[src/rtl/met_pkg.sv]
package met_pkg;

  // Coordinate format and count widths
  localparam int COORD_WIDTH = 32;
  localparam int FRAC_BITS   = 28;
  localparam int COUNT_WIDTH = 24;

  // Register and port widths fixed by the register map
  localparam int CFG_DATA_WIDTH  = 32;
  localparam int CFG_INDEX_WIDTH = 3;
  localparam int ITER_WIDTH      = 24;
  localparam int COLOR_OUT_WIDTH = 24;
  localparam int PALETTE_WIDTH   = 9;
  localparam int MASK_WIDTH      = 8;

  // Derived widths
  localparam int COLOR_WIDTH    = (COUNT_WIDTH > COLOR_OUT_WIDTH) ? COUNT_WIDTH : COLOR_OUT_WIDTH;
  localparam int FOLD_CNT_WIDTH = $clog2(COLOR_WIDTH);
  localparam int PROD_WIDTH     = 2 * COORD_WIDTH;
  localparam int QUOT_WIDTH     = PROD_WIDTH - FRAC_BITS;

  // Coordinate range limits, as raw two's complement bit patterns
  localparam logic [COORD_WIDTH-1:0] COORD_MAX = {1'b0, {(COORD_WIDTH-1){1'b1}}};
  localparam logic [COORD_WIDTH-1:0] COORD_MIN = {1'b1, {(COORD_WIDTH-1){1'b0}}};

  // Escape threshold 4.0, or the largest positive value if 4.0 does not fit
  localparam logic [COORD_WIDTH-1:0] ESC_THRESH =
    (FRAC_BITS + 2 <= COORD_WIDTH - 2) ? (COORD_WIDTH'(4) << FRAC_BITS) : COORD_MAX;

  // Palettes smaller than this fold by masking
  localparam logic [PALETTE_WIDTH-1:0] SMALL_PALETTE = PALETTE_WIDTH'(16);

  // Register reset values
  localparam logic [ITER_WIDTH-1:0]      RST_MAX_ITER     = ITER_WIDTH'(150);
  localparam logic [COLOR_OUT_WIDTH-1:0] RST_INSIDE_COLOR = COLOR_OUT_WIDTH'(1);
  localparam logic [PALETTE_WIDTH-1:0]   RST_PALETTE_SIZE = PALETTE_WIDTH'(256);
  localparam logic [MASK_WIDTH-1:0]      RST_FOLD_MASK    = MASK_WIDTH'(255);

  typedef enum logic [CFG_INDEX_WIDTH-1:0] {
    REG_START_REAL = 3'd0,
    REG_START_IMAG = 3'd1,
    REG_MAX_ITER   = 3'd2,
    REG_INSIDE     = 3'd3,
    REG_PALETTE    = 3'd4,
    REG_FOLD_MASK  = 3'd5
  } reg_index_t;

  typedef enum logic [2:0] {
    ST_IDLE,
    ST_MUL,
    ST_NORM,
    ST_SUM,
    ST_CHECK,
    ST_FOLD,
    ST_OUT
  } state_t;

  typedef struct packed {
    logic [CFG_DATA_WIDTH-1:0]  start_real;
    logic [CFG_DATA_WIDTH-1:0]  start_imag;
    logic [ITER_WIDTH-1:0]      max_iterations;
    logic [COLOR_OUT_WIDTH-1:0] inside_color;
    logic [PALETTE_WIDTH-1:0]   palette_size;
    logic [MASK_WIDTH-1:0]      fold_mask;
  } cfg_t;

  typedef struct packed {
    logic load;
    logic mul;
    logic norm;
    logic sum;
    logic fold_start;
    logic fold_step;
    logic out_load;
  } cmd_t;

  typedef struct packed {
    logic limit_zero;
    logic sum_done;
    logic need_mod;
  } status_t;

endpackage

[src/rtl/met_ctrl.sv]
module met_ctrl
  import met_pkg::*;
(
  input  logic    clk,
  input  logic    rst,
  input  logic    in_valid,
  output logic    in_stall,
  output logic    out_valid,
  input  logic    out_stall,
  input  status_t status,
  output cmd_t    cmd
);

  state_t                    state;
  state_t                    state_next;
  logic [FOLD_CNT_WIDTH-1:0] fold_cnt;
  logic                      out_free;

  // Output register can take a new beat when empty or being drained
  assign out_free = !out_valid || !out_stall;

  // Next state
  always_comb begin
    state_next = state;
    case (state)
      ST_IDLE: begin
        if (in_valid) begin
          state_next = status.limit_zero ? ST_CHECK : ST_MUL;
        end
      end
      ST_MUL:   state_next = ST_NORM;
      ST_NORM:  state_next = ST_SUM;
      ST_SUM:   state_next = status.sum_done ? ST_CHECK : ST_MUL;
      ST_CHECK: state_next = status.need_mod ? ST_FOLD : ST_OUT;
      ST_FOLD: begin
        if (fold_cnt == '0) begin
          state_next = ST_OUT;
        end
      end
      ST_OUT: begin
        if (out_free) begin
          state_next = ST_IDLE;
        end
      end
      default: state_next = ST_IDLE;
    endcase
  end

  // Outputs
  always_comb begin
    cmd      = '0;
    in_stall = 1'b1;
    case (state)
      ST_IDLE: begin
        in_stall = 1'b0;
        cmd.load = in_valid;
      end
      ST_MUL:   cmd.mul = 1'b1;
      ST_NORM:  cmd.norm = 1'b1;
      ST_SUM:   cmd.sum = 1'b1;
      ST_CHECK: cmd.fold_start = status.need_mod;
      ST_FOLD:  cmd.fold_step = 1'b1;
      ST_OUT:   cmd.out_load = out_free;
      default: begin
        in_stall = 1'b1;
      end
    endcase
  end

  always_ff @(posedge clk) begin
    if (rst) begin
      state     <= ST_IDLE;
      out_valid <= 1'b0;
      fold_cnt  <= '0;
    end else begin
      state <= state_next;
      // Hold the result beat until the receiver takes it
      if (cmd.out_load) begin
        out_valid <= 1'b1;
      end else if (!out_stall) begin
        out_valid <= 1'b0;
      end
      // Count remainder steps
      if (cmd.fold_start) begin
        fold_cnt <= FOLD_CNT_WIDTH'(COLOR_WIDTH - 1);
      end else if (cmd.fold_step) begin
        fold_cnt <= fold_cnt - 1'b1;
      end
    end
  end

  a_no_overwrite: assert property (@(posedge clk) disable iff (rst)
    cmd.out_load |-> !(out_valid && out_stall))
    else $error("result overwritten while stalled");

  a_busy_after_accept: assert property (@(posedge clk) disable iff (rst)
    (in_valid && !in_stall) |=> in_stall)
    else $error("input taken again before the point finished");

  a_one_command: assert property (@(posedge clk) disable iff (rst)
    $onehot0({cmd.load, cmd.mul, cmd.norm, cmd.sum, cmd.fold_start, cmd.fold_step,
              cmd.out_load}))
    else $error("more than one datapath command");

  a_fold_length: assert property (@(posedge clk) disable iff (rst)
    cmd.fold_start |=> (fold_cnt == FOLD_CNT_WIDTH'(COLOR_WIDTH - 1)) && (state == ST_FOLD))
    else $error("remainder sequence not started correctly");

endmodule

[config.mk]
export PLATFORM = sky130hd
export DESIGN_NAME = met_ctrl
export DESIGN_NICKNAME = d
export VERILOG_FILES = /design/src/rtl/met_pkg.sv /design/src/rtl/met_ctrl.sv
export SDC_FILE = /design/constraint.sdc
export NUM_CORES = 1
export LEC_CHECK = 0
export BUFFER_PORTS_ARGS = -buffer_cell sky130_fd_sc_hd__buf_4
export CAP_MARGIN = 15
export CELL_PAD_IN_SITES_DETAIL_PLACEMENT = 0
export CELL_PAD_IN_SITES_GLOBAL_PLACEMENT = 2
export CORE_ASPECT_RATIO = 0.7
export CORE_MARGIN = 2
export CORE_UTILIZATION = 28
export CTS_CLUSTER_SIZE = 30
export DETAILED_ROUTE_END_ITERATION = 16
export PLACE_DENSITY = 0.76
export REMOVE_ABC_BUFFERS = 1
export SYNTH_ARGS = -nofsm -noshare
export SYNTH_HDL_FRONTEND = slang
export SYNTH_SLANG_ARGS = --single-unit
[constraint.sdc]
create_clock -name clk -period 1.7 [get_ports clk]
set_clock_uncertainty 0.15 [all_clocks]
set_input_delay 0 -clock clk [delete_from_list [all_inputs] [get_ports clk]]
set_output_delay 0 -clock clk [all_outputs]
set_load 0.03 [all_outputs]
==> results.json, run 1 <==
{
  "antenna_found_initial": 0,
  "synthesis.area_um2": 548,
  "ios": 16,
  "cts_setup_buffers": 0,
  "ys_seq_area_share_pct": 32.9,
  "drive_gt1_share_pct": 37.2,
  "worstSkewPairLatency_ps": 270,
  "overflow": 0,
  "status": "complete, no violations",
  "crit_path_max_fanout": 7,
  "synth.top_cell.area_share_pct": 32.9,
  "dr.pass1.iters": 4,
  "drc": 0,
  "fp.coreArea_mm2": 0.00185,
  "cts-root-to-sink-buffers": 2,
  "postRouteWirelength_um": 1210,
  "slew_headroom_pct": 78.8,
  "irDropWorstVdd_uv": 481,
  "cts_max_level": 1,
  "clock_sinks": 9,
  "port_buffers": 15,
  "areaGrowthSynthToFinish_pct": 42.2,
  "post-route-min-period_ps": 1590,
  "final_util_pct": 42.0,
  "final_cell_mix": "buf_4 (20), dfxtp_1 (8), dlygate4sd3_1 (5), inv_1 (4), nor3b_1 (4)",
  "max_stage_delay_ps": 580,
  "die_w_um": 56.9,
  "grtUsageTotal_pct": 12.8,
  "drtIter0Drc": 5,
  "r2r_cells": 4,
  "antenna_left": 0,
  "wl_per_cell_um": 11.2,
  "synth_area_leaders": "dfxtp_1 (33%), nor3b_1 (5.5%), nand3b_4 (3.7%)",
  "worst_path_max_delay_cell": "or4b_4",
  "synth_top_area_cell": "dfxtp_1",
  "syn_inst": 61,
  "gp_congestion": 0.706,
  "final_common_cell": "buf_4",
  "cts_tree": "built",
  "clkPwrFrac_pct": 23.7,
  "cp-start-kind": "flip-flop",
  "nNetsFinal": 95,
  "slew_viol_final": 0,
  "yosys_warnings": 0,
  "fmax_ghz": 0.628,
  "crit_type": "reg2out",
  "end_kind": "output port",
  "timing.final.crit_share_pct": 93.6,
  "p_int_uw": 458,
  "yosysUniqueCellTypes": 34,
  "cp_data_arrival_time_ps": 1440,
  "rsz0062_at_grt": "no",
  "vias": 524,
  "power.switching_uw": 262,
  "std_cell_rows": 13,
  "grt_max_degree": 9,
  "cts_buffers": 3,
  "power_frac_seq_pct": 36.9,
  "crit_chain": "or4b_4 > clkinv_4 > buf_4",
  "swShare_pct": 36.4,
  "pwr-share-comb_pct": 39.4,
  "worstPathRequired_ps": 1550,
  "dp_hpwl_um": 948,
  "cp-endpoint": "cmd[2]",
  "tightest_slew_ps": 315,
  "grt_pass1_wl_um": 2170,
  "setup_viol": 0,
  "post_drt_via_cell_ratio": 4.85,
  "die_area_mm2": 0.00233,
  "diodes": 0,
  "grt_pass1_vias": 484,
  "ys_ff_latch": 9,
  "path_clk_slew_ps": 70,
  "r2r_end": "fold_cnt[3]",
  "final.setup.tns_ps": 0,
  "power_density_mw_per_mm2": 923,
  "avgSynthCellArea_um2": 8.98,
  "timing.rr.start": "state[0]",
  "hold_path.class": "in2reg",
  "root_buffer": "clkbuf_4",
  "initial_core_util_pct": 29.6,
  "fillerInstances": 182,
  "p_leak_nw": 0.363,
  "cap_violations": 0,
  "hold_violations": 0,
  "r2r_setup_slack_ps": 120,
  "dieHeight_um": 41.0,
  "critPathLaunch": "state[0]"
}
cell usage after synthesis:
cell type	number
nor3b_1	4
o31ai_1	2
o21ai_0	1
nor3_1	2
a21oi_1	3
a21boi_0	2
mux2_2	1
nand3b_4	1
dfxtp_1	9
nor4bb_1	1
a211oi_1	2
a311oi_2	1
clkinv_4	1
inv_1	4
xnor2_1	1
or4b_4	1
or2_1	1
a311oi_1	1
clkbuf_1	1
or3_1	1
buf_2	1
a31oi_1	3
nor4_1	1
and3b_1	1
clkbuf_2	1
or4_1	1
nor2_1	2
o21bai_1	2
inv_2	1
ha_1	1
buf_6	1
o21ba_2	1
nand2_1	3
nand2b_1	2
critical path: cells and delay by family (launching register included):
kind | cells | cell delay, ps
buffers and inverters | 2 | 230
DFF | 1 | 370
and+or+nand+nor | 1 | 580
what timing repair did:
item,in CTS,in global routing
hold buffers,5,0
resized for setup,0,1
hold endpoints to repair,7,0
setup endpoints to repair,0,1
registers in the layout, summed over array words and instances (netlist names):
signal and cells:
fold_cnt 5, out_valid 1, state 3
worst min path at each step:
| stage | cells after the start | startpoint | endpoint | slack (ps) |
|---|---|---|---|---|
| 3_3_place_gp | 2 | rst | fold_cnt[2] | 90 |
| 6_report | 4 | status[0] | fold_cnt[0] | 40 |
| 4_1_cts | 4 | status[0] | fold_cnt[0] | 40 |
| 2_1_floorplan | 1 | rst | fold_cnt[2] | -80 |
| 5_1_grt | 4 | status[0] | fold_cnt[0] | 60 |
| 3_5_place_dp | 2 | rst | fold_cnt[2] | 90 |
final cells by class:
| cell class | instances | area, um2 | share of cell area (%) |
|---|---|---|---|
| flip-flops and latches | 9 | 181 | 23.3 |
| clock buffers | 3 | 22.5 | 2.89 |
| repair buffers | 25 | 200 | 25.7 |
| clock inverters | 1 | 5.00 | 0.642 |
| well taps | 22 | 27.5 | 3.53 |
| inverters | 6 | 27.5 | 3.53 |
| multi-input cells | 42 | 315 | 40.4 |
metrics by stage:
step                      total power [mW]  instances  hold slack [ps]  instance area [um2]  setup WS (ps)
after floorplan                      0.436         57            -82.1                  523           19.1
after global placement               0.545         99             90.5                  701            128
after detailed placement             0.544         99             88.8                  701           85.3
after CTS                            0.724        108             39.1                  778           56.0
after global routing                 0.773        108             64.2                  779           15.6
final                                0.719        108             40.9                  779            108
cell families after synthesis:
group / after synthesis / share of synthesized area (%)
simple gates: 21 / 27.4
compound gates: 18 / 24.2
buf+inv: 10 / 9.59
flops: 9 / 32.9
xor+xnor: 1 / 1.60
mux: 1 / 2.05
fa+ha+maj: 1 / 2.28
metal layers:
layer  track usage (%)  routed length, um  vias to the layer above
met4              3.49                  0                        0
met3              4.73                 66                        0
met1              16.8                622                      233
met5                 0                  0                        -
met2              20.1                518                       15
li1                  -                  -                      276
power groups by stage:
stage	combinational, mW	clock (mW)	sequential [mW]
4_1_cts	0.285	0.174	0.265
3_3_place_gp	0.278	0	0.267
2_1_floorplan	0.159	0	0.278
5_1_grt	0.312	0.191	0.271
3_5_place_dp	0.275	0	0.269
6_report	0.284	0.170	0.265
Note: power is estimated with default switching activity, not from simulation.
==> run 2, diff against run 1 <==
- CELL_PAD_IN_SITES_DETAIL_PLACEMENT: 0 -> 2
==> run 2 against run 1 <==
Core utilization rose by 0.47 points. Non-clock buffer count is the same. Clock-buffer cell count rose by 1.
==> results.json, run 2 (same netlist as run 1, synthesis figures left out) <==
{
  "largest_reg_flops": 5,
  "r2r_cells": 4,
  "slew_headroom_pct": 78.1,
  "final.setup.tns_ps": 0,
  "grt_pass1_wl_um": 2820,
  "final_cell_mix": "buf_4 (20), dfxtp_1 (9), dlygate4sd3_1 (5), inv_1 (4), nor3b_1 (4)",
  "fmax_ghz": 0.623,
  "hold_path.class": "in2reg",
  "end_kind": "output port",
  "final_util_pct": 42.5,
  "post-route-min-period_ps": 1600,
  "irDropWorstVdd_uv": 397,
  "cts-root-to-sink-buffers": 2,
  "fp.coreArea_mm2": 0.00185,
  "multiInputGateArea_um2": 327,
  "ff_latch_area_um2": 180,
  "tightest_slew_ps": 328,
  "cp-start-kind": "flip-flop",
  "vias": 551,
  "final_common_cell": "buf_4",
  "drive_gt1_share_pct": 38.4,
  "overflow": 0,
  "nNetsFinal": 95,
  "die_w_um": 56.9,
  "antenna_found_initial": 0,
  "diodes": 0,
  "post_drt_via_cell_ratio": 5.10,
  "wl_per_cell_um": 15.7,
  "clkPwrFrac_pct": 23.0,
  "root_buffer": "clkbuf_4",
  "postRouteWirelength_um": 1700,
  "drc": 0,
  "dr.pass1.iters": 4,
  "gp_congestion": 0.706,
  "pwr-share-comb_pct": 40.9,
  "drtIter0Drc": 13,
  "fillerInstances": 209,
  "cts_tree": "built",
  "rsz0062_at_grt": "no",
  "p_int_uw": 462,
  "cap_violations": 0,
  "std_cell_rows": 13,
  "initial_core_util_pct": 29.6,
  "grtUsageTotal_pct": 16.8,
  "largest_registers": "fold_cnt (5), state (3), out_valid (1)",
  "dieHeight_um": 41.0,
  "ios": 16,
  "power.switching_uw": 276,
  "crit_path_max_fanout": 7,
  "grt_pass1_vias": 553,
  "status": "complete, no violations",
  "hold_violations": 0,
  "cts_max_level": 1,
  "p_leak_nw": 0.355,
  "slew_viol_final": 0,
  "antenna_left": 0,
  "placed_area_um2": 701,
  "crit_type": "reg2out",
  "grt_max_degree": 9,
  "worstPathRequired_ps": 1550,
  "final_cell_area_um2": 788,
  "power_frac_seq_pct": 36.1,
  "areaGrowthSynthToFinish_pct": 43.8,
  "clock_sinks": 9,
  "p_total_uw": 738,
  "path_clk_slew_ps": 60,
  "swShare_pct": 37.4,
  "top_register": "fold_cnt",
  "port_buffers": 15,
  "worstSkewPairLatency_ps": 270,
  "dp_hpwl_um": 1390,
  "whs_path_depth": 4,
  "setup_viol": 0,
  "timing.final.crit_share_pct": 94.4,
  "die_area_mm2": 0.00233,
  "cts_buffers": 3,
  "cp_data_arrival_time_ps": 1450,
  "power_density_mw_per_mm2": 936
}
-- run 2: changes by cell type in the layout (fill, tap and decap cells not counted), sizes merged --
cell    change
clkinv      -1
clkbuf      +1
-- run 2: power by group through the flow --
stage	logic [mW]	registers, mW	clock network (mW)
global route	0.330	0.271	0.193
floorplan	0.159	0.278	0
global placement	0.278	0.267	0
detailed placement	0.290	0.270	0
CTS	0.300	0.265	0.177
finish	0.302	0.266	0.170
-- run 2: per-layer routing --
layer,GRT usage [%],vias to the layer above,wire length (um)
met1,22.9,266,897
li1,-,275,-
met4,3.49,0,10
met3,4.73,2,48
met5,0,-,0
met2,27.0,8,739
-- run 2: cell type report --
type,count,share of cell area [%]
multi-input cells,42,41.4
inverters,6,3.49
well taps,22,3.49
clock buffers,4,3.33
repair buffers,25,25.4
flip-flops and latches,9,22.9
-- run 2: worst paths after layout --
path	from	to	slack (ps)
hold reg to reg	fold_cnt[4]	fold_cnt[4]	390
hold / removal	status[0]	state[1]	60
setup / recovery	state[0]	cmd[2]	100
setup reg to reg	state[1]	state[2]	100
-- run 2: metrics by stage --
step	std cells	hold slack [ps]	setup slack, ps
floorplan	57	-82.1	19.1
global placement	99	90.5	128
detailed placement	99	99.4	72.1
CTS	108	55.5	48.3
global route	108	108	8.71
finish	108	55.1	95.3
-- run 2: timing repair --
action | CTS | global route
hold buffers | 5 | 0
setup endpoints to repair | 0 | 4
buffers inserted | 0 | 0
gates resized for setup | 0 | 3
endpoints found under the hold margin | 7 | 0
-- run 2: critical path, cell delays in order (launching register included) --
cell and delay, ps:
dfxtp_1 380, or4b_4 570, clkinv_4 80, buf_4 150
==> run 3, diff against run 2 <==
- GPL_TIMING_DRIVEN: not set -> 0
==> run 3 against run 2 <==
Worst hold slack worse by 20 ps. Combinational power is 19% lower. Clock-buffer cell count stayed put. Wire length is 6.7% lower. Sequential power is 10% higher. Final area is 5.1% lower. Via count is 1.8% lower. Core utilization is 2.2 points lower. Critical path type unchanged. Largest cell class unchanged.
==> results.json, run 3 (same netlist as run 1, synthesis figures left out) <==
{
  "status": "complete, no violations",
  "largest_reg_flops": 5,
  "timing.final.crit_share_pct": 96.9,
  "slew_viol_final": 0,
  "timing.rr.start": "state[0]",
  "path_clk_slew_ps": 60,
  "cp.depth": 3,
  "stdcell_count": 103,
  "gr-usage-met2_pct": 21.5,
  "dr.pass1.iters": 4,
  "p_leak_nw": 0.335,
  "post-route-min-period_ps": 1650,
  "areaGrowthSynthToFinish_pct": 36.5,
  "grt_pass1_vias": 494,
  "whs_ps": 35.2,
  "rsz0062_at_grt": "no",
  "cp_num_buf_inv": 2,
  "groute.layer.met1.usage_pct": 20.2,
  "cp-start-kind": "flip-flop",
  "cts-root-to-sink-buffers": 2,
  "cp_top_family": "simple AND/OR/NAND/NOR gates",
  "p_total_uw": 711,
  "cts_tree": "built",
  "hold_violations": 0,
  "vias": 541,
  "top_register": "fold_cnt",
  "root_buffer": "clkbuf_4",
  "fp.coreArea_mm2": 0.00185,
  "placed_area_um2": 663,
  "cp-endpoint": "cmd[2]",
  "cp_data_arrival_time_ps": 1500,
  "drc": 0,
  "placed_cells": 94,
  "fmax_ghz": 0.607,
  "worst_path_max_delay_cell": "or4b_4",
  "r2r_cells": 4,
  "critPathLaunch": "state[0]",
  "final_util_pct": 40.4,
  "crit_chain": "or4b_4 > clkinv_4 > buf_4",
  "die_area_mm2": 0.00233,
  "final_common_cell": "buf_4",
  "grt_max_degree": 15,
  "clock_sinks": 9,
  "tightest_slew_ps": 303,
  "post_drt_via_cell_ratio": 5.25,
  "std_cell_rows": 13,
  "nNetsFinal": 90,
  "worstPathRequired_ps": 1550,
  "final.setup.tns_ps": 0,
  "largest_registers": "fold_cnt (5), state (3), out_valid (1)",
  "crit_type": "reg2out",
  "diodes": 0,
  "cts_max_level": 1,
  "cts_buffers": 3,
  "grtUsageTotal_pct": 14.8,
  "ios": 16,
  "die_w_um": 56.9,
  "drtIter0Drc": 12,
  "power_density_mw_per_mm2": 950,
  "max_stage_delay_ps": 590,
  "dp_hpwl_um": 1150,
  "slew_headroom_pct": 79.6,
  "dieHeight_um": 41.0,
  "r2r_setup_slack_ps": 70,
  "final_cell_mix": "buf_4 (15), dfxtp_1 (6), dlygate4sd3_1 (5), inv_1 (4), nor3b_1 (4)",
  "gp_congestion": 0.661,
  "port_buffers": 15,
  "crit_path_max_fanout": 14,
  "cap_violations": 0,
  "r2r_end": "fold_cnt[3]",
  "met3_usage_pct": 4.73,
  "worstSkewPairLatency_ps": 270,
  "grt_pass1_wl_um": 2470,
  "wl_per_cell_um": 15.4,
  "irDropWorstVdd_uv": 352,
  "dp_slack_ps": -82.9,
  "end_kind": "output port",
  "drive_gt1_share_pct": 34.6,
  "initial_core_util_pct": 29.6,
  "fillerInstances": 219,
  "overflow": 0,
  "grt-busiest-layer": "met2",
  "antenna_left": 0,
  "postRouteWirelength_um": 1580,
  "antenna_found_initial": 0,
  "final_cell_area_um2": 748,
  "timing.final.ws_setup_ps": 52.4,
  "setup_viol": 0,
  "hold_path.class": "in2reg"
}
## run 3: worst min-delay path by stage
stage	slack, ps	cells after the start	from	end
after floorplan	-80	1	rst	fold_cnt[2]
after CTS	30	4	status[0]	fold_cnt[0]
after detailed placement	100	2	rst	fold_cnt[2]
after global placement	100	2	rst	fold_cnt[2]
final	40	4	status[0]	fold_cnt[0]
after global routing	50	4	status[0]	fold_cnt[4]
## run 3: what timing repair did
item                                    CTS  global route
endpoints found under the setup margin    3             2
endpoints found under the hold margin     7             0
hold buffers                              5             0
pin swaps                                 0             1
setup buffers                             0             0
resized for setup                         3             2
## run 3: per-layer routing
metal  share of wire (%)  vias to the layer above
met5                   0                        -
met4                 1.3                        0
met2                  45                        9
li1                    -                      264
met3                 3.1                        5
met1                  51                      263
## run 3: area by class of cell
type                       instances  area (um2)  share of cell area (%)
clock buffer                       4        26.3                    3.51
sequential                         9         189                    25.3
tap                               22        27.5                    3.68
timing repair buffer              20         163                    21.7
inverter                           6        27.5                    3.68
multi-input combinational         42         315                    42.1
## run 3: worst reg2reg max path: cells and delay by family (launching register included)
family | cells | cell delay [ps]
flops | 1 | 400
simple gates | 2 | 630
mux | 1 | 250
buf+inv | 1 | 90
## run 3: power breakdown
group          total (mW)  switching [mW]  internal (mW)  leakage (nW)
clock network       0.173          0.0818         0.0909        0.0150
logic               0.245           0.133          0.112         0.245
registers           0.293          0.0529          0.240        0.0752
total               0.711           0.268          0.443         0.335
